**config.mk**
```make
export PLATFORM = sky130hd
export DESIGN_NAME = lss_cell
export DESIGN_NICKNAME = d
export VERILOG_FILES = /design/src/sv/lss_pkg.sv /design/src/sv/lss_cell.sv
export SDC_FILE = /design/constraint.sdc
export NUM_CORES = 1
export LEC_CHECK = 0
export BUFFER_PORTS_ARGS = -buffer_cell sky130_fd_sc_hd__buf_4
export CAP_MARGIN = 25
export CORE_MARGIN = 4
export CORE_UTILIZATION = 48
export CTS_CLUSTER_SIZE = 25
export DETAILED_ROUTE_END_ITERATION = 10
export PLACE_DENSITY_LB_ADDON = 0.2
export SLEW_MARGIN = 40
export SYNTH_ARGS = -nofsm -noshare
export SYNTH_HDL_FRONTEND = slang
export SYNTH_SLANG_ARGS = --single-unit
export TNS_END_PERCENT = 100
```
**constraint.sdc**
```tcl
create_clock -name clk_i -period 10.2 [get_ports clk_i]
set_clock_uncertainty 0.15 [all_clocks]
set_input_delay 1.02 -clock clk_i [delete_from_list [all_inputs] [get_ports clk_i]]
set_output_delay 1.02 -clock clk_i [all_outputs]
set_load 0.01 [all_outputs]
```
**src/sv/lss_pkg.sv**
```systemverilog
`default_nettype none
package lss_pkg;

  localparam int DEPTH_DEF       = 1024;
  localparam int SAMPLE_BITS_DEF = 24;

  localparam int TIME_W     = 64;
  localparam int SEQ_W      = 64;
  localparam int VALUE_W    = 24;
  localparam int KIND_W     = 4;
  localparam int SQ_W       = 64;
  localparam int IN_DATA_W  = 192;
  localparam int OUT_DATA_W = 88;
  localparam int OUT_USER_W = 5;

  // Percentile points and their divisor.
  localparam int PCT_50  = 50;
  localparam int PCT_75  = 75;
  localparam int PCT_99  = 99;
  localparam int PCT_DIV = 100;
  localparam int PCT_W   = 7;

  // Rounded-up reciprocal of the percentile divisor, scaled by 2^PCT_SHIFT.
  // The truncated product is exact for every dividend below 2^30.
  localparam int unsigned PCT_RECIP = 32'd42949673;
  localparam int          PCT_SHIFT = 32;

  typedef enum logic [KIND_W-1:0] {
    KIND_SAMPLE = 4'd0,
    KIND_COUNT  = 4'd1,
    KIND_MIN    = 4'd2,
    KIND_MEAN   = 4'd3,
    KIND_P50    = 4'd4,
    KIND_P75    = 4'd5,
    KIND_P99    = 4'd6,
    KIND_MAX    = 4'd7,
    KIND_STDEV  = 4'd8
  } stat_kind_e;

  // Control shared by every cell of the sorted chain.
  typedef struct packed {
    logic ins;
    logic rot;
  } cell_ctl_t;

endpackage
`default_nettype wire

```
**src/sv/lss_cell.sv**
```systemverilog
`default_nettype none
module lss_cell #(
  parameter int W     = 24,
  parameter int IDX   = 0,
  parameter int CNT_W = 11
) (
  input  wire                    clk_i,
  input  wire lss_pkg::cell_ctl_t ctl_i,
  input  wire  [CNT_W-1:0]       count_i,
  input  wire  [W-1:0]           ins_val_i,
  input  wire  [W-1:0]           left_val_i,
  input  wire                    left_gt_i,
  input  wire  [W-1:0]           right_val_i,
  output logic [W-1:0]           val_o,
  output logic                   gt_o
);
  import lss_pkg::*;

  logic [W-1:0] val_q;
  logic         active;
  logic         at_end;

  // This cell holds a sample when its index is below the count.
  assign active = count_i > CNT_W'(IDX);
  assign at_end = count_i == CNT_W'(IDX);
  assign gt_o   = active && (val_q > ins_val_i);
  assign val_o  = val_q;

  // Rotate toward cell zero, or make room for an inserted sample.
  always_ff @(posedge clk_i) begin
    if (ctl_i.rot) begin
      val_q <= right_val_i;
    end else if (ctl_i.ins && (active || at_end)) begin
      if (left_gt_i) begin
        val_q <= left_val_i;
      end else if (gt_o || at_end) begin
        val_q <= ins_val_i;
      end
    end
  end

endmodule
`default_nettype wire

```
Word level (Yosys, flattened, before mapping)
Index checks and enable logic that the tools add are counted.
{"block": "totals", "in_bits": 87, "output_inout_bits": 25, "reg_bits": 24, "wordCells": 15}
{"block": "op_classes", "muxes": 4, "magnitude_cmp": 2, "n_reduce_logical": 8}
{"op": "two-way mux 24 bit", "count": 4}
{"op": "greater-than comparator 24 bit", "count": 1}
{"op": "greater-than comparator 11 x 1 -> 1 bit, second input constant", "count": 1}
{"op": "zero test 11 bit", "count": 1}
{"op": "nonzero test 3 bit", "count": 1}
{"op": "logical AND 1 bit", "count": 2}
{"op": "logical OR 1 bit", "count": 2}
{"op": "AND reduction 2 bit", "count": 1}
{"op": "nonzero test 2 bit", "count": 1}

Logic depth before layout (Yosys ltp)
{"block": "logic_depth", "depth_word": 7, "depth_mapped": 7, "mapped_depth_nobuf": 7}

Worst setup path before layout
OpenSTA, ideal clock, no wires.
{"block": "synth_path", "path_kind": "input to register", "start": "input ins_val_i[10]", "end": "register val_q[0] (netlist: val_o[0]) (enable)", "cell_stages": 7, "slack_ns": 5.701, "required_time_ns": 9.608, "setup_time_ns": 0.442, "n_path_buf": 0, "arrival_time_ns": 3.907, "path_cell_list": "inv_1 ha_1 and4_1 nand4_4 a311oi_2 nor3_1 a211oi_1"}
{"block": "synth_via", "elab_chain_len": 5}
{"element": "from (decl)", "line_no": "lss_cell.sv:10", "text": "input wire [W-1:0] ins_val_i,"}
{"element": "greater-than comparator 24 bit", "line_no": "lss_cell.sv:26", "text": "assign gt_o = active && (val_q > ins_val_i);"}
{"element": "logical AND 1 bit", "line_no": "lss_cell.sv:26"}
{"element": "logical OR 1 bit", "line_no": "lss_cell.sv:36", "text": "end else if (gt_o || at_end) begin"}
{"element": "nonzero test 3 bit (no line)"}
{"element": "AND reduction 2 bit (no line)"}
{"element": "to (signal assigned)", "line_no": "lss_cell.sv:32", "text": "val_q <= right_val_i;"}
{"element": "to (signal assigned)", "line_no": "lss_cell.sv:35", "text": "val_q <= left_val_i;"}
{"element": "to (signal assigned)", "line_no": "lss_cell.sv:37", "text": "val_q <= ins_val_i;"}
{"element": "to (decl)", "line_no": "lss_cell.sv:19", "text": "logic [W-1:0] val_q;"}
No other way between the ends.
A chain may end at the register's enable or synchronous reset.

Worst setup path in the final report
{"block": "layout_path", "start": "input ins_val_i[15]", "end": "output gt_o"}
{"block": "layout_via", "elab_chain_len": 2}
{"element": "greater-than comparator 24 bit", "line_no": "lss_cell.sv:26"}
{"element": "logical AND 1 bit", "line_no": "lss_cell.sv:26"}
{"element": "to (decl)", "line_no": "lss_cell.sv:15", "text": "output logic gt_o"}
No other way between the ends.

==> results.toml <==
[detailed_routing]
postRouteAntennaNets = 0
drtPass1Iterations = 4
totalWireLength_um = 5040
drc = 0
avgRoutedWirePerCell_um = 14.2
vias = 1817
drt_iter0_markers = 86
vias_per_cell = 5.12

[synthesis]
synthMuxAreaShare_pct = 12.5
synth_top_family_by_area = "adder cells"
syn_area_per_cell_um2 = 9.63
syn-num-nets = 310
ys_top_cells_by_area = "edfxtp_1 38%, ha_1 16%, mux2i_1 13%"
synth_flop_cell = "edfxtp_1"
yosys.area_share.adder_pct = 15.7
syn_inst = 199
synth_cell_types = 31
synth_seq_area_share_pct = 37.6
netlist.area_leader.share_pct = 37.6
synth_edf_count = 24
ys_warn_count = 0
synth_compound_area_share_pct = 14.2
synth-seq-cells = 24
async_flop_share_pct = 0
synth_top_area_cell = "edfxtp_1"
synth_xor_area_share_pct = 0
synth_area_um2 = 1920
synthSimpleGateAreaFrac_pct = 13.5

[layout]
multi_input_area_um2 = 1080
register_area_um2 = 721
fin_nets = 419
largest_reg_flops = 24
fillerInstances = 295
layout-drive-gt1-share_pct = 39.4
antenna_cells = 0
syn_to_final_growth_pct = 48.3

[power]
cellPowerDensity_nw_per_um2 = 106
comb_power_share_pct = 37.3
p_switching_uw = 89.3
irDropWorstVdd_uv = 69.8
power.total_uw = 300
pwr-share-seq_pct = 43.2
clock_power_share_pct = 19.5
p_leak_nw = 1.47
switching_share_pct = 29.8
internal_power_uw = 211

[clock_network]
cts_sinks = 24
cts_max_level = 1
ctsHoldBuffers = 0
clockRootBuffer = "clkbuf_8"
clk_latency_ps = 270
postCtsSetupRepairBufs = 0
cts.reportedPaths.clkPinSlew_ps = 90
clockBufferDepth = 2
cts_resized = 0
cts_tree = "done"
cts-buffers-inserted = 3

[setup_path]
path_common_cell = "buf_4"
r2r_start = "val_o[19]"
crit_arrival_ps = 2490
regToRegSetupSlack_ps = 7590
critPathMaxFanout = 3
r2r.worst_path.cells = 7
r2r-end = "val_o[8]"
slowest_delay_ps = 370
slowest_stage = "a311o_1"
critPathKind = "input pin to primary output"
crit_path_end_kind = "primary output"
required_ps = 9030
startpoint_type = "input pin"
crit_chain = "buf_4, inv_1, ha_1, a21oi_1, o21ai_1, a311o_1, nor3_1, nor2_1, buf_4"

[grt]
grt_antenna_before_repair = 0
grt_pass1_wl_um = 8170
grt.total_usage_pct = 19.8
grt_pass1_vias = 1845
overflow = 0
grt_max_degree = 52

[timing]
setup_violations = 0
hold_viol_final = 0
min_period_ps = 3660
setup_tns_ps = 0
fmax_ghz = 0.273
finalCritPeriodShare_pct = 35.9
relSlewSlack_pct = 69.2
worstMarginPinSlew_ps = 462
slew_violations = 0
rsz0062_at_grt = "no"

[floorplan]
initial_utilization_pct = 50.8
rows = 22
io_pins = 112
dieArea_um2 = 5070
die_h_um = 71.2
fp.dieW_um = 71.2
core-area_um2 = 3770

[outcome]
status = "finished clean"

[placed_design]
portBuffers = 111
place_hpwl_um = 4170
gp_congestion = 0.737

[flow_run]
drv_cap = 0

[min_path]
hold_path.class = "input pin to register"
min-delay-start = "right_val_i[13]"
whs_endpoint = "val_o[13]"
hold_depth = 3
==> cell families (layout without fill, tap and decap cells) <==
| kind of cell | count (synthesis) | after routing |
|---|---|---|
| fa+ha+maj | 24 | 24 |
| compound gates | 45 | 45 |
| flops | 24 | 24 |
| buf+inv | 32 | 140 |
| simple gates | 50 | 50 |
| mux | 24 | 24 |
==> power groups by stage <==
stage / Sequential (mW) / Clock, mW / Combinational (mW)
2_1_floorplan: 0.137 / 0 / 0.0494
3_3_place_gp: 0.131 / 0 / 0.110
3_5_place_dp: 0.132 / 0 / 0.113
4_1_cts: 0.130 / 0.0609 / 0.114
5_1_grt: 0.131 / 0.0654 / 0.125
6_report: 0.130 / 0.0586 / 0.112
==> worst max path at each step <==
| stage | slack (ps) | from | end |
|---|---|---|---|
| 2_1_floorplan | 5700 | ins_val_i[10] | val_o[0] |
| 3_3_place_gp | 6560 | ins_val_i[15] | gt_o |
| 3_5_place_dp | 6530 | ins_val_i[15] | gt_o |
| 4_1_cts | 6530 | ins_val_i[15] | gt_o |
| 5_1_grt | 6390 | ins_val_i[15] | gt_o |
| 6_report | 6540 | ins_val_i[15] | gt_o |
==> worst max-delay path: cells and delay by family <==
family	cells	cell delay, ps
buf+inv	3	270
simple gates	2	260
compound gates	3	620
fa+ha+maj	1	310
==> cell usage in the layout, fill, tap and decap left out <==
master	instances
nand4_1	2
ha_1	24
a211oi_1	1
nor2b_1	1
clkinv_1	1
nand2b_1	1
inv_1	24
nand2_1	28
a211oi_4	1
o21ai_0	1
clkbuf_8	3
o21a_1	1
o21ai_1	25
nand4_4	1
a211o_1	1
a311o_1	1
nor2_1	3
nor3_1	4
a21boi_0	1
nor4_1	2
a21o_1	1
o211ai_1	1
nand3_1	3
a41o_1	2
edfxtp_1	24
buf_4	112
and4_1	1
and4_4	3
o2bb2ai_1	1
a21oi_1	7
mux2i_1	24
or3_1	1
a311oi_2	1
==> stage by stage <==
step | worst slack (ps) | cell area [µm²] | hold WS (ps) | utilization (%) | instances
finish | 6540 | 2840 | 883 | 75.3 | 355
global route | 6390 | 2840 | 872 | 75.3 | 355
CTS | 6530 | 2840 | 880 | 75.3 | 355
detailed placement | 6530 | 2800 | 1160 | 74.2 | 351
global placement | 6560 | 2800 | 1150 | 74.2 | 351
floorplan | 5700 | 1920 | 1060 | - | 199
==> area by class of cell <==
cell class	instances	area share, %
multi-input cells	143	38.2
well taps	48	2.11
clock buffers	3	1.45
repair buffers	112	29.6
clock inverters	1	0.132
flip-flops and latches	24	25.4
inverters	24	3.17
==> synth_stat cells, types with 2 or more instances <==
cell type / instances
nor2_1: 3
mux2i_1: 24
nor4_1: 2
nor3_1: 4
a41o_1: 2
and4_4: 3
nand2_1: 28
edfxtp_1: 24
a211oi_1: 2
clkbuf_1: 6
inv_1: 24
buf_2: 2
a21oi_1: 7
nand4_1: 2
o21ai_1: 25
nand3_1: 3
ha_1: 24
==> per-layer routing <==
metal  share of wire [%]  routed length (µm)  vias to the layer above  GRT usage [%]
met5                   0                   0                        -              0
met4                0.64                  32                        0           3.76
met3                 9.4                 472                        4           5.11
met2                  50                2510                       75           34.6
met1                  40                2020                      796           24.5
li1                    -                   -                      942              -
Power figures use the tool's default switching activity.
