`config.mk`:
```
export PLATFORM = sky130hd
export DESIGN_NAME = lss_div
export DESIGN_NICKNAME = d
export VERILOG_FILES = /design/src/sv/lss_pkg.sv /design/src/sv/lss_div.sv
export SDC_FILE = /design/constraint.sdc
export NUM_CORES = 1
export LEC_CHECK = 0
export ABC_AREA = 1
export BUFFER_PORTS_ARGS = -buffer_cell sky130_fd_sc_hd__clkbuf_2
export CAP_MARGIN = 20
export CORE_ASPECT_RATIO = 1.2
export CORE_MARGIN = 4
export CORE_UTILIZATION = 52
export DETAILED_ROUTE_END_ITERATION = 7
export GPL_TIMING_DRIVEN = 0
export MAX_ROUTING_LAYER = met4
export PLACE_DENSITY = 0.8
export SLEW_MARGIN = 20
export SYNTH_ARGS = -nofsm -noshare
export SYNTH_HDL_FRONTEND = slang
export SYNTH_SLANG_ARGS = --single-unit
```
`constraint.sdc`:
```
create_clock -name clk_i -period 5.4 [get_ports clk_i]
set_input_delay 0 -clock clk_i [delete_from_list [all_inputs] [get_ports clk_i]]
set_output_delay 0 -clock clk_i [all_outputs]
set_load 0.01 [all_outputs]
```
`src/sv/lss_pkg.sv`:
```
`default_nettype none
package lss_pkg;

  localparam int DEPTH_DEF       = 1024;
  localparam int SAMPLE_BITS_DEF = 24;

  localparam int TIME_W     = 64;
  localparam int SEQ_W      = 64;
  localparam int VALUE_W    = 24;
  localparam int KIND_W     = 4;
  localparam int SQ_W       = 64;
  localparam int IN_DATA_W  = 192;
  localparam int OUT_DATA_W = 88;
  localparam int OUT_USER_W = 5;

  // Percentile points and their divisor.
  localparam int PCT_50  = 50;
  localparam int PCT_75  = 75;
  localparam int PCT_99  = 99;
  localparam int PCT_DIV = 100;
  localparam int PCT_W   = 7;

  // Rounded-up reciprocal of the percentile divisor, scaled by 2^PCT_SHIFT.
  // The truncated product is exact for every dividend below 2^30.
  localparam int unsigned PCT_RECIP = 32'd42949673;
  localparam int          PCT_SHIFT = 32;

  typedef enum logic [KIND_W-1:0] {
    KIND_SAMPLE = 4'd0,
    KIND_COUNT  = 4'd1,
    KIND_MIN    = 4'd2,
    KIND_MEAN   = 4'd3,
    KIND_P50    = 4'd4,
    KIND_P75    = 4'd5,
    KIND_P99    = 4'd6,
    KIND_MAX    = 4'd7,
    KIND_STDEV  = 4'd8
  } stat_kind_e;

  // Control shared by every cell of the sorted chain.
  typedef struct packed {
    logic ins;
    logic rot;
  } cell_ctl_t;

endpackage
`default_nettype wire

```
`src/sv/lss_div.sv`:
```
`default_nettype none
module lss_div #(
  parameter int DVS_W = 11
) (
  input  wire                        clk_i,
  input  wire                        rst_ni,
  input  wire                        start_i,
  input  wire  [lss_pkg::SQ_W-1:0]   dividend_i,
  input  wire  [DVS_W-1:0]           divisor_i,
  output logic                       done_o,
  output logic [lss_pkg::SQ_W-1:0]   quo_o
);
  import lss_pkg::*;

  localparam int CW = $clog2(SQ_W);

  logic [SQ_W-1:0]  quo_q;
  logic [DVS_W-1:0] rem_q;
  logic [DVS_W-1:0] dvs_q;
  logic [CW-1:0]    cnt_q;
  logic             busy_q;
  logic             done_q;
  logic [DVS_W:0]   trial;
  logic             fits;

  assign trial  = {rem_q, quo_q[SQ_W-1]};
  assign fits   = trial >= {1'b0, dvs_q};
  assign done_o = done_q;
  assign quo_o  = quo_q;

  // Restoring division, one quotient bit per cycle.
  always_ff @(posedge clk_i or negedge rst_ni) begin
    if (!rst_ni) begin
      busy_q <= 1'b0;
      done_q <= 1'b0;
      cnt_q  <= '0;
    end else begin
      done_q <= 1'b0;
      if (start_i) begin
        busy_q <= 1'b1;
        cnt_q  <= '0;
        quo_q  <= dividend_i;
        rem_q  <= '0;
        dvs_q  <= divisor_i;
      end else if (busy_q) begin
        if (fits) begin
          rem_q <= DVS_W'(trial - {1'b0, dvs_q});
        end else begin
          rem_q <= trial[DVS_W-1:0];
        end
        quo_q <= {quo_q[SQ_W-2:0], fits};
        cnt_q <= cnt_q + 1'b1;
        if (cnt_q == CW'(SQ_W - 1)) begin
          busy_q <= 1'b0;
          done_q <= 1'b1;
        end
      end
    end
  end

endmodule
`default_nettype wire

```
Word-level counts from Yosys, hierarchy flattened

Cells that the tools add are included.

Add/sub/neg operators: 2
$lt $le $gt $ge: 1
Eq/ne operators: 1
Muxes and demuxes: 12
Reduce and logical (&&, ||, !) cells: 3

Operators with widths:

| cell                | number |
|---|---|
| $mux 64             | 2 |
| $mux 11             | 2 |
| $ge 12x11->1        | 1 |
| $mux 6              | 2 |
| $sub 11x11->11      | 1 |
| $add 6x1->6 const B | 1 |
| $eq 6x6->1 const B  | 1 |
| $mux 1              | 6 |
| $reduce_and 2->1    | 2 |
| $reduce_bool 2->1   | 1 |

Register bits after elaboration: 94
Input port bits: 78
Output and inout bits: 65
Word-level logic and storage cells: 25

Depth between registers and ports, before layout

Gate-level depths: netlist of the first run.

Depth after elaboration: 4
Depth in mapped cells: 12

Worst setup path after synthesis of the first run

Ideal clock, no wire load.

Path kind: reg-to-reg
Start: reg busy_q
End: reg quo_q[0], in the netlist quo_o[0], enable pin
Library setup time: 487 ps
Data arrival time: 3385 ps
Data required time: 4913 ps
Slack: 1529 ps
Stages on the path, launching flop included: 4
Clock period less this slack: 3871 ps
Cells stage by stage: dfrtp_1 nor2_1 clkbuf_1 nor2_1

Cells in the longest elaborated chain, start to end: 2

RTL lines:

| item                               | line          | RTL |
|---|---|---|
| start, declared                    | lss_div.sv:21 | `logic busy_q;` |
| start signal, assigned             | lss_div.sv:34 | `busy_q <= 1'b0;` |
| start signal, assigned             | lss_div.sv:40 | `busy_q <= 1'b1;` |
| start signal, assigned             | lss_div.sv:54 | `busy_q <= 1'b0;` |
| $reduce_bool 2->1 (no source line) | -             |  |
| $reduce_and 2->1 (no source line)  | -             |  |
| end signal, assigned               | lss_div.sv:42 | `quo_q <= dividend_i;` |
| end signal, assigned               | lss_div.sv:51 | `quo_q <= {quo_q[SQ_W-2:0], fits};` |
| end, declared                      | lss_div.sv:17 | `logic [SQ_W-1:0] quo_q;` |

Every way passes these cells.
A chain may end at the register's enable or synchronous reset.

Worst setup path after layout of the first run

Start: reg busy_q
End: reg quo_q[1], in the netlist quo_o[1], enable pin

The elaborated chain is that of the path after synthesis.

==> results.toml, run 1 <==
[final_layout]
fin_util = 0.7439
nFillCells = 584
area_growth_pct = 39.33
multiInputGateArea_sq_um = 1757
drive_gt1_frac = 0.2487
stdcell_area_sq_um = 6755
seqCellArea_sq_um = 2783
num-nets-final = 866
stdcell_count = 901

[routing]
dr.pass1.iters = 6
drt_first_iter_violations = 313
drc = 0
num_vias = 4794
wl_um = 15230
detail-route-antenna-nets = 0
wl_per_cell_um = 16.90
vias_per_cell = 5.321

[placed_design]
placed_cells = 808
placed_cell_area_sq_um = 5759
port_buffers = 141
gpl.final_weighted_congestion = 0.9487
dp_hpwl_um = 8917

[synth]
netlist_area_sq_um = 4848
synthDistinctLibCells = 32
synth-simple-area-share = 0.3058
muxShareOfSynthArea = 0
ys_seq_area_frac = 0.5739
synth_xor_area_frac = 0.005419
ys.warnings.count = 0
syn_inst = 545
ys_seq_elements = 94
synth_flop_cell = "edfxtp_1"
netlist.area_leader.share = 0.5326
synth_top_area_cell = "edfxtp_1"
yosys.area_share.adder = 0.03510
async_flop_share = 0.08511
synth_top_family_by_area = "simple AND/OR/NAND/NOR gates"
syn_nets = 636
synth_edf_count = 86
synth_compound_area_frac = 0.01445
postSynthAreaPerCell_sq_um = 8.896
yosys-top-cells-count = "nand2_1 (264), edfxtp_1 (86), inv_1 (51)"
yosysMostFrequentCell = "nand2_1"
synth_area_leaders = "edfxtp_1 (53%), nand2_1 (20%), dfrtp_1 (4.1%)"

[critical_path]
cp-end-kind = "flip-flop"
cp_max_fo = 29
start_kind = "flip-flop"
path_cells = "nor2_1, clkbuf_1, nor2_4, buf_16, buf_12"
cp.required_ns = 5.51
cpMaxStageDelayCell = "clkbuf_1"
cp_data_arrival_time_ns = 2.41
crit_type = "reg -> reg"
max_stage_delay_ns = 0.54

[floorplan]
die-area_sq_um = 10940
die_w_um = 96.15
rows = 38
core-area_sq_um = 9081
die_h_um = 113.8
io_pins = 143
start_util = 0.5339

[run_status]
status = "finished clean"

[clocking]
postCtsSetupRepairBufs = 0
clkLatencyLatePin_ns = 0.36
clk_pin_slew_worst_paths_ns = 0.09
clockRootBuffer = "clkbuf_8"
cts_hold_buf = 76
htreeDepth = 3
clock_path_buffers = 2
cts_tree = "done"
cts_sinks = 94
cts_made_buffers = 9
cts-resized-gates = 0

[sta]
fin_setup_tns_ns = 0
fin_crit_sh = 0.4260
max_freq_mhz = 434.7
rsz0062_at_grt = "no"
tightest_slew_ns = 0.6251
drv_slew = 0
hold_viol = 0
period_minus_slack_ns = 2.300
setup_viol = 0
worst_clock_skew_ns = 0.01493
slew_headroom = 0.5833

[job]
cap_violations = 0

[pwr]
irDropWorstVdd_mv = 0.2066
cellPowerDensity_nw_per_um2 = 280.6
power_leakage_uw = 0.003370
total_power_uw = 1895

[global_route]
grtUsageMet1 = 0.3479
grt_use_met2 = 0.5030
busiest_layer = "met2"
grt_pass1_vias = 5091
grt_util_met3 = 0.06596
antenna_found_initial = 0
grt_max_degree = 30
grt-ovfl-total = 0
grt_usage = 0.3044
grt_pass1_wl_um = 24610

[worst_hold_path]
worstHoldPathType = "in -> reg"
## path summary, 6_finish.rpt
kind / depth (start not counted) / slack (ns) / from / end
min reg2reg: 1 / 0.52 / cnt_q[3] / cnt_q[3]
max in group asynchronous: 2 / 4.87 / rst_ni / cnt_q[4]
max: 5 / 3.10 / busy_q / quo_o[1]
min in group asynchronous: 2 / 0.15 / rst_ni / cnt_q[0]
max reg2reg: 5 / 3.10 / busy_q / quo_o[1]
min: 3 / 0.11 / start_i / cnt_q[1]
## logic make-up after synthesis
logic type / Yosys count
xor+xnor: 3
compound gates: 12
simple gates: 348
flops: 94
buf+inv: 75
fa+ha+maj: 13
## final cells by class
cell class,count,area share
multi-input cells,376,0.2600
plain buffers,21,0.01685
flip-flops and latches,94,0.4119
clock inverters,5,0.01204
clock buffers,11,0.02241
diodes,1,0.0003704
repair buffers,219,0.2241
well taps,120,0.02223
inverters,54,0.03001
## layer usage
| layer | part of all wire | up-vias |
|---|---|---|
| met5 | 0 | - |
| met4 | 0.046 | 0 |
| met3 | 0.087 | 68 |
| met2 | 0.51 | 299 |
| met1 | 0.36 | 2218 |
| li1 | - | 2209 |
## registers in the layout (all words and copies together) (netlist names)
register	flops
busy_q	1
cnt_q	6
done_o	1
dvs_q	11
quo_o	64
rem_q	11
## critical path, delay by kind of cell (launching register included)
family / cells / cell delay, ns
buffers and inverters: 3 / 0.95
flip-flops: 1 / 0.45
AND/OR/NAND/NOR: 2 / 0.64
## report_power, final
group / internal (uW) / total [uW] / switching [uW]
Combinational: 191 / 446 / 255
Sequential: 867 / 906 / 39.2
Clock: 287 / 543 / 256
## layout by cell type, fill, tap and decap left out, drive strengths merged
cell / instances
diode: 1
o211ai: 1
a21oi: 6
xnor2: 2
xor2: 1
fa: 1
a22o: 1
nor3: 1
nor2: 21
clkinv: 3
dlygate4sd3: 76
edfxtp: 86
and2: 1
dfrtp: 8
or2: 1
clkbuf: 164
nand3: 32
nand2: 277
bufinv: 2
buf: 11
nand4: 15
inv: 54
ha: 12
o21ai: 4
## per-stage QoR
step	setup WS, ns	hold WS [ns]
floorplan	1.529	-0.2956
global placement	0.2396	0.001136
detailed placement	3.160	0.01516
CTS	3.143	0.09083
global route	3.000	0.1122
finish	3.100	0.1059
Power figures use the tool's default switching activity.
==> run 2: changes to the inputs <==
Clock period 5.4 ns to 2.35 ns, I/O delays scaled along.
==> results.toml, run 2 (synthesis results as in run 1) <==
[run_status]
status = "finished clean"

[final_layout]
drive_gt1_frac = 0.2519
stdcell_area_sq_um = 6746
num-nets-final = 868
antennaDiodeCount = 0
largest_reg_flops = 64
area_growth_pct = 39.15
final_common_cell = "nand2_1"
layout_common_cells = "nand2_1 (264), clkbuf_2 (141), edfxtp_1 (86)"

[floorplan]
rows = 38
io_pins = 143
die_h_um = 113.8
core-area_sq_um = 9081
die_w_um = 96.15
start_util = 0.5339
die-area_sq_um = 10940

[clocking]
clockRootBuffer = "clkbuf_8"
htreeDepth = 3
cts_sinks = 94
clkLatencyLatePin_ns = 0.37
clk_pin_slew_worst_paths_ns = 0.09
cts_tree = "done"
cts_made_buffers = 9
clock_path_buffers = 2

[critical_path]
cp-end-kind = "flip-flop"
cp_max_fo = 10
max_stage_delay_ns = 0.37
crit_cells = 12
cp_top_family = "simple AND/OR/NAND/NOR gates"
crit_type = "reg -> reg"
cp_data_arrival_time_ns = 2.30
r2r_cells = 12
cp_num_buf_inv = 3
cp.required_ns = 2.48
path_cells = "inv_1, ha_1, fa_2, inv_1, nand3_1, nand3_2, nand2_2, nand4_4, buf_12, nand3_2, nand3_1, nand2_1"
start_kind = "flip-flop"
cpMaxStageDelayCell = "fa_2"

[sta]
hold_ws_ns = 0.07777
setup_viol = 0
period_minus_slack_ns = 2.174
max_freq_mhz = 460.1
hold_viol = 0
tightest_slew_ns = 0.5762
rsz0062_at_grt = "no"
drv_slew = 0
fin_crit_sh = 0.9249
worst_clock_skew_ns = 0.01195
slew_headroom = 0.6159

[routing]
drc = 0
drt_first_iter_violations = 361
detail-route-antenna-nets = 0
num_vias = 4856
wl_per_cell_um = 17.10
dr.pass1.iters = 5
vias_per_cell = 5.384
wl_um = 15430

[placed_design]
dp_hpwl_um = 9240
placed_cell_area_sq_um = 5767
gpl.final_weighted_congestion = 0.9364
port_buffers = 141

[worst_hold_path]
whs_path_depth = 3
worstHoldPathType = "in -> reg"

[global_route]
grt-ovfl-total = 0
grt_util_met3 = 0.06794
grt_pass1_wl_um = 24990
grt_usage = 0.3109
grt_pass1_vias = 5091
grt_use_met2 = 0.5145
antenna_found_initial = 0
grt_max_degree = 27
grtUsageMet1 = 0.3483
busiest_layer = "met2"

[pwr]
cellPowerDensity_nw_per_um2 = 629.9
total_power_uw = 4249
clock_power_share = 0.266
combPwrFrac = 0.244
pwr-share-seq = 0.489
power.switching_uw = 1290
power.internal_uw = 2960
irDropWorstVdd_mv = 0.3768
power_leakage_uw = 0.003365
p_sw_frac = 0.3035

[job]
cap_violations = 0
==> run 2: final cells by class <==
| type | instances | area [sq um] |
|---|---|---|
| clock inverters | 5 | 60.06 |
| plain buffers | 21 | 113.9 |
| flip-flops and latches | 94 | 2783 |
| multi-input cells | 376 | 1759 |
| inverters | 54 | 202.7 |
| repair buffers | 221 | 1536 |
| well taps | 120 | 150.1 |
| clock buffers | 11 | 141.4 |
| fillers | 564 | 2335 |
==> run 2: power by group through the flow <==
stage	logic (uW)	clock network (uW)	registers, uW
6_report	1040	1130	2080
5_1_grt	1150	1190	2090
4_1_cts	997	1120	2070
3_5_place_dp	896	0	2110
3_3_place_gp	853	0	2110
2_1_floorplan	559	0	2130
==> run 2: path summary, 6_finish.rpt <==
path | start | end | slack [ns]
worst max-delay path | quo_o[63] | rem_q[6] | 0.18
worst min-delay path | start_i | cnt_q[1] | 0.08
worst max register to register | quo_o[63] | rem_q[6] | 0.18
worst min register to register | cnt_q[3] | cnt_q[3] | 0.52
max in group asynchronous | rst_ni | cnt_q[1] | 1.83
min in group asynchronous | rst_ni | cnt_q[0] | 0.14
==> run 2: repair_timing <==
item | CTS | global route
resized for setup | 0 | 1
hold buffers | 76 | 0
hold endpoints to repair | 83 | 0
buffers inserted | 0 | 2
setup endpoints to repair | 0 | 25
==> run 2: metrics by stage <==
step	TNS, ns	setup slack (ns)	util	instances
global placement	-19.57	-0.3081	0.6290	806
detailed placement	0	0.1055	0.6350	808
floorplan	0	0.2557	-	545
global route	0	0.05281	0.7429	902
CTS	0	0.08960	0.7410	900
finish	0	0.1764	0.7429	902
==> run 2: layer usage <==
layer / vias to the layer above / part of all wire
met5: - / 0
met4: 0 / 0.043
met3: 70 / 0.098
met2: 327 / 0.51
met1: 2245 / 0.35
li1: 2214 / -
==> run 2: worst min-delay path, stage by stage <==
cell and delay, ns:
buf_2 0.14, nor2_1 0.09, a22o_1 0.18
==> run 3: changes to the inputs <==
Settings changed: CTS_CLUSTER_SIZE set to 28, PLACE_DENSITY 0.8 to not set, PLACE_DENSITY_LB_ADDON set to 0.1, SETUP_SLACK_MARGIN set to 0.5.
==> results.toml, run 3 (synthesis results as in run 1) <==
[placed_design]
dp_hpwl_um = 9197
gpl.final_weighted_congestion = 0.8903
placed_cells = 808
port_buffers = 141

[sta]
fin_crit_sh = 0.8444
drv_slew = 0
setup_viol = 0
fin_setup_tns_ns = 0
hold_viol = 0
tightest_slew_ns = 0.5710
slew_headroom = 0.6189
rsz0062_at_grt = "yes"
worst_clock_skew_ns = 0.01039
period_minus_slack_ns = 1.984
max_freq_mhz = 504.0

[critical_path]
crit_type = "reg -> reg"
start_kind = "flip-flop"
cp_max_fo = 5
cp_data_arrival_time_ns = 2.11
cp.required_ns = 2.47
cp-end-kind = "flip-flop"

[floorplan]
die-area_sq_um = 10940
die_w_um = 96.15
start_util = 0.5339
rows = 38
core-area_sq_um = 9081
io_pins = 143
die_h_um = 113.8

[routing]
drc = 0
vias_per_cell = 5.027
wl_per_cell_um = 15.40
drt_first_iter_violations = 345
detail-route-antenna-nets = 0
dr.pass1.iters = 4
num_vias = 4595
wl_um = 14080

[clocking]
clockRootBuffer = "clkbuf_8"
clkLatencyLatePin_ns = 0.36
cts_sinks = 94
cts_tree = "done"
cts_made_buffers = 9
clk_pin_slew_worst_paths_ns = 0.09
clock_path_buffers = 2
htreeDepth = 3

[job]
cap_violations = 0

[final_layout]
largest_reg_flops = 64
layout_common_cells = "nand2_1 (263), clkbuf_2 (141), edfxtp_1 (86)"
antennaDiodeCount = 0
drive_gt1_frac = 0.2922
final_common_cell = "nand2_1"
stdcell_count = 914
num-nets-final = 880
area_growth_pct = 45.73

[pwr]
power_leakage_uw = 0.003474
cellPowerDensity_nw_per_um2 = 612.4
irDropWorstVdd_mv = 0.4132

[global_route]
antenna_found_initial = 0
grt_max_degree = 27
grt_usage = 0.2759
grt-ovfl-total = 0
grt_pass1_wl_um = 22650
grt_pass1_vias = 4815

[worst_hold_path]
worstHoldPathType = "in -> reg"

[run_status]
status = "finished clean"
run 3: critical path, stage by stage (launching register included):
cell and delay [ns]:
edfxtp_1 0.42, ha_4 0.19, fa_2 0.35, inv_2 0.09, nand3_4 0.07, nand3_4 0.09, nand2_4 0.07, nand4_4 0.11
buf_12 0.15, nand3_4 0.06, nand3_2 0.07, nand2_1 0.06
run 3: what timing repair did:
item | CTS | global route
cloned | 2 | 0
endpoints found under the hold margin | 83 | 0
buffers inserted | 6 | 6
gates resized for setup | 10 | 16
endpoints found under the setup margin | 54 | 12
pin swaps | 3 | 9
hold buffers | 76 | 0
run 3: report_power, final:
part / internal, uW / switching (uW) / total (uW)
combinational: 555 / 656 / 1210
clock: 477 / 558 / 1030
sequential: 1990 / 89.6 / 2080
total: 3020 / 1300 / 4330
run 3: routing by layer:
| metal | track usage | vias up | routed length [um] |
|---|---|---|---|
| met4 | 0.1262 | 0 | 461 |
| met5 | - | - | 0 |
| met3 | 0.05013 | 39 | 760 |
| met1 | 0.3285 | 2142 | 5555 |
| li1 | - | 2238 | - |
| met2 | 0.4514 | 176 | 7298 |
run 3: cell type report:
| class | instances | area, sq um |
|---|---|---|
| Tap cell | 120 | 150.1 |
| Clock buffer | 13 | 170.2 |
| Fill cell | 572 | 2016 |
| Multi-Input combinational cell | 377 | 1991 |
| Inverter | 54 | 202.7 |
| Clock inverter | 3 | 16.27 |
| Buffer | 21 | 123.9 |
| Timing Repair Buffer | 232 | 1629 |
| Sequential cell | 94 | 2783 |
run 3: final timing paths:
kind                          start  endpoint  slack, ns  depth (start not counted)
min in group asynchronous    rst_ni  cnt_q[5]       0.15                          2
hold / removal              start_i  cnt_q[1]       0.14                          3
setup reg to reg           dvs_q[0]  rem_q[7]       0.37                         11
hold reg to reg            cnt_q[3]  cnt_q[3]       0.54                          1
max in group asynchronous    rst_ni  cnt_q[3]       1.82                          2
setup / recovery           dvs_q[0]  rem_q[7]       0.37                         11
run 3: per-stage QoR:
step / instance area, sq um / setup slack (ns) / total power (uW) / hold WS (ns) / util
global route: 7066 / 0.2858 / 4538 / 0.1479 / 0.7780
floorplan: 4928 / 0.3338 / 2731 / -0.2956 / -
global placement: 5784 / -0.1385 / 3013 / 0.004564 / 0.6370
CTS: 6930 / 0.3370 / 4263 / 0.1165 / 0.7632
finish: 7066 / 0.3657 / 4327 / 0.1384 / 0.7780
detailed placement: 5832 / 0.1969 / 3047 / 0.005086 / 0.6422
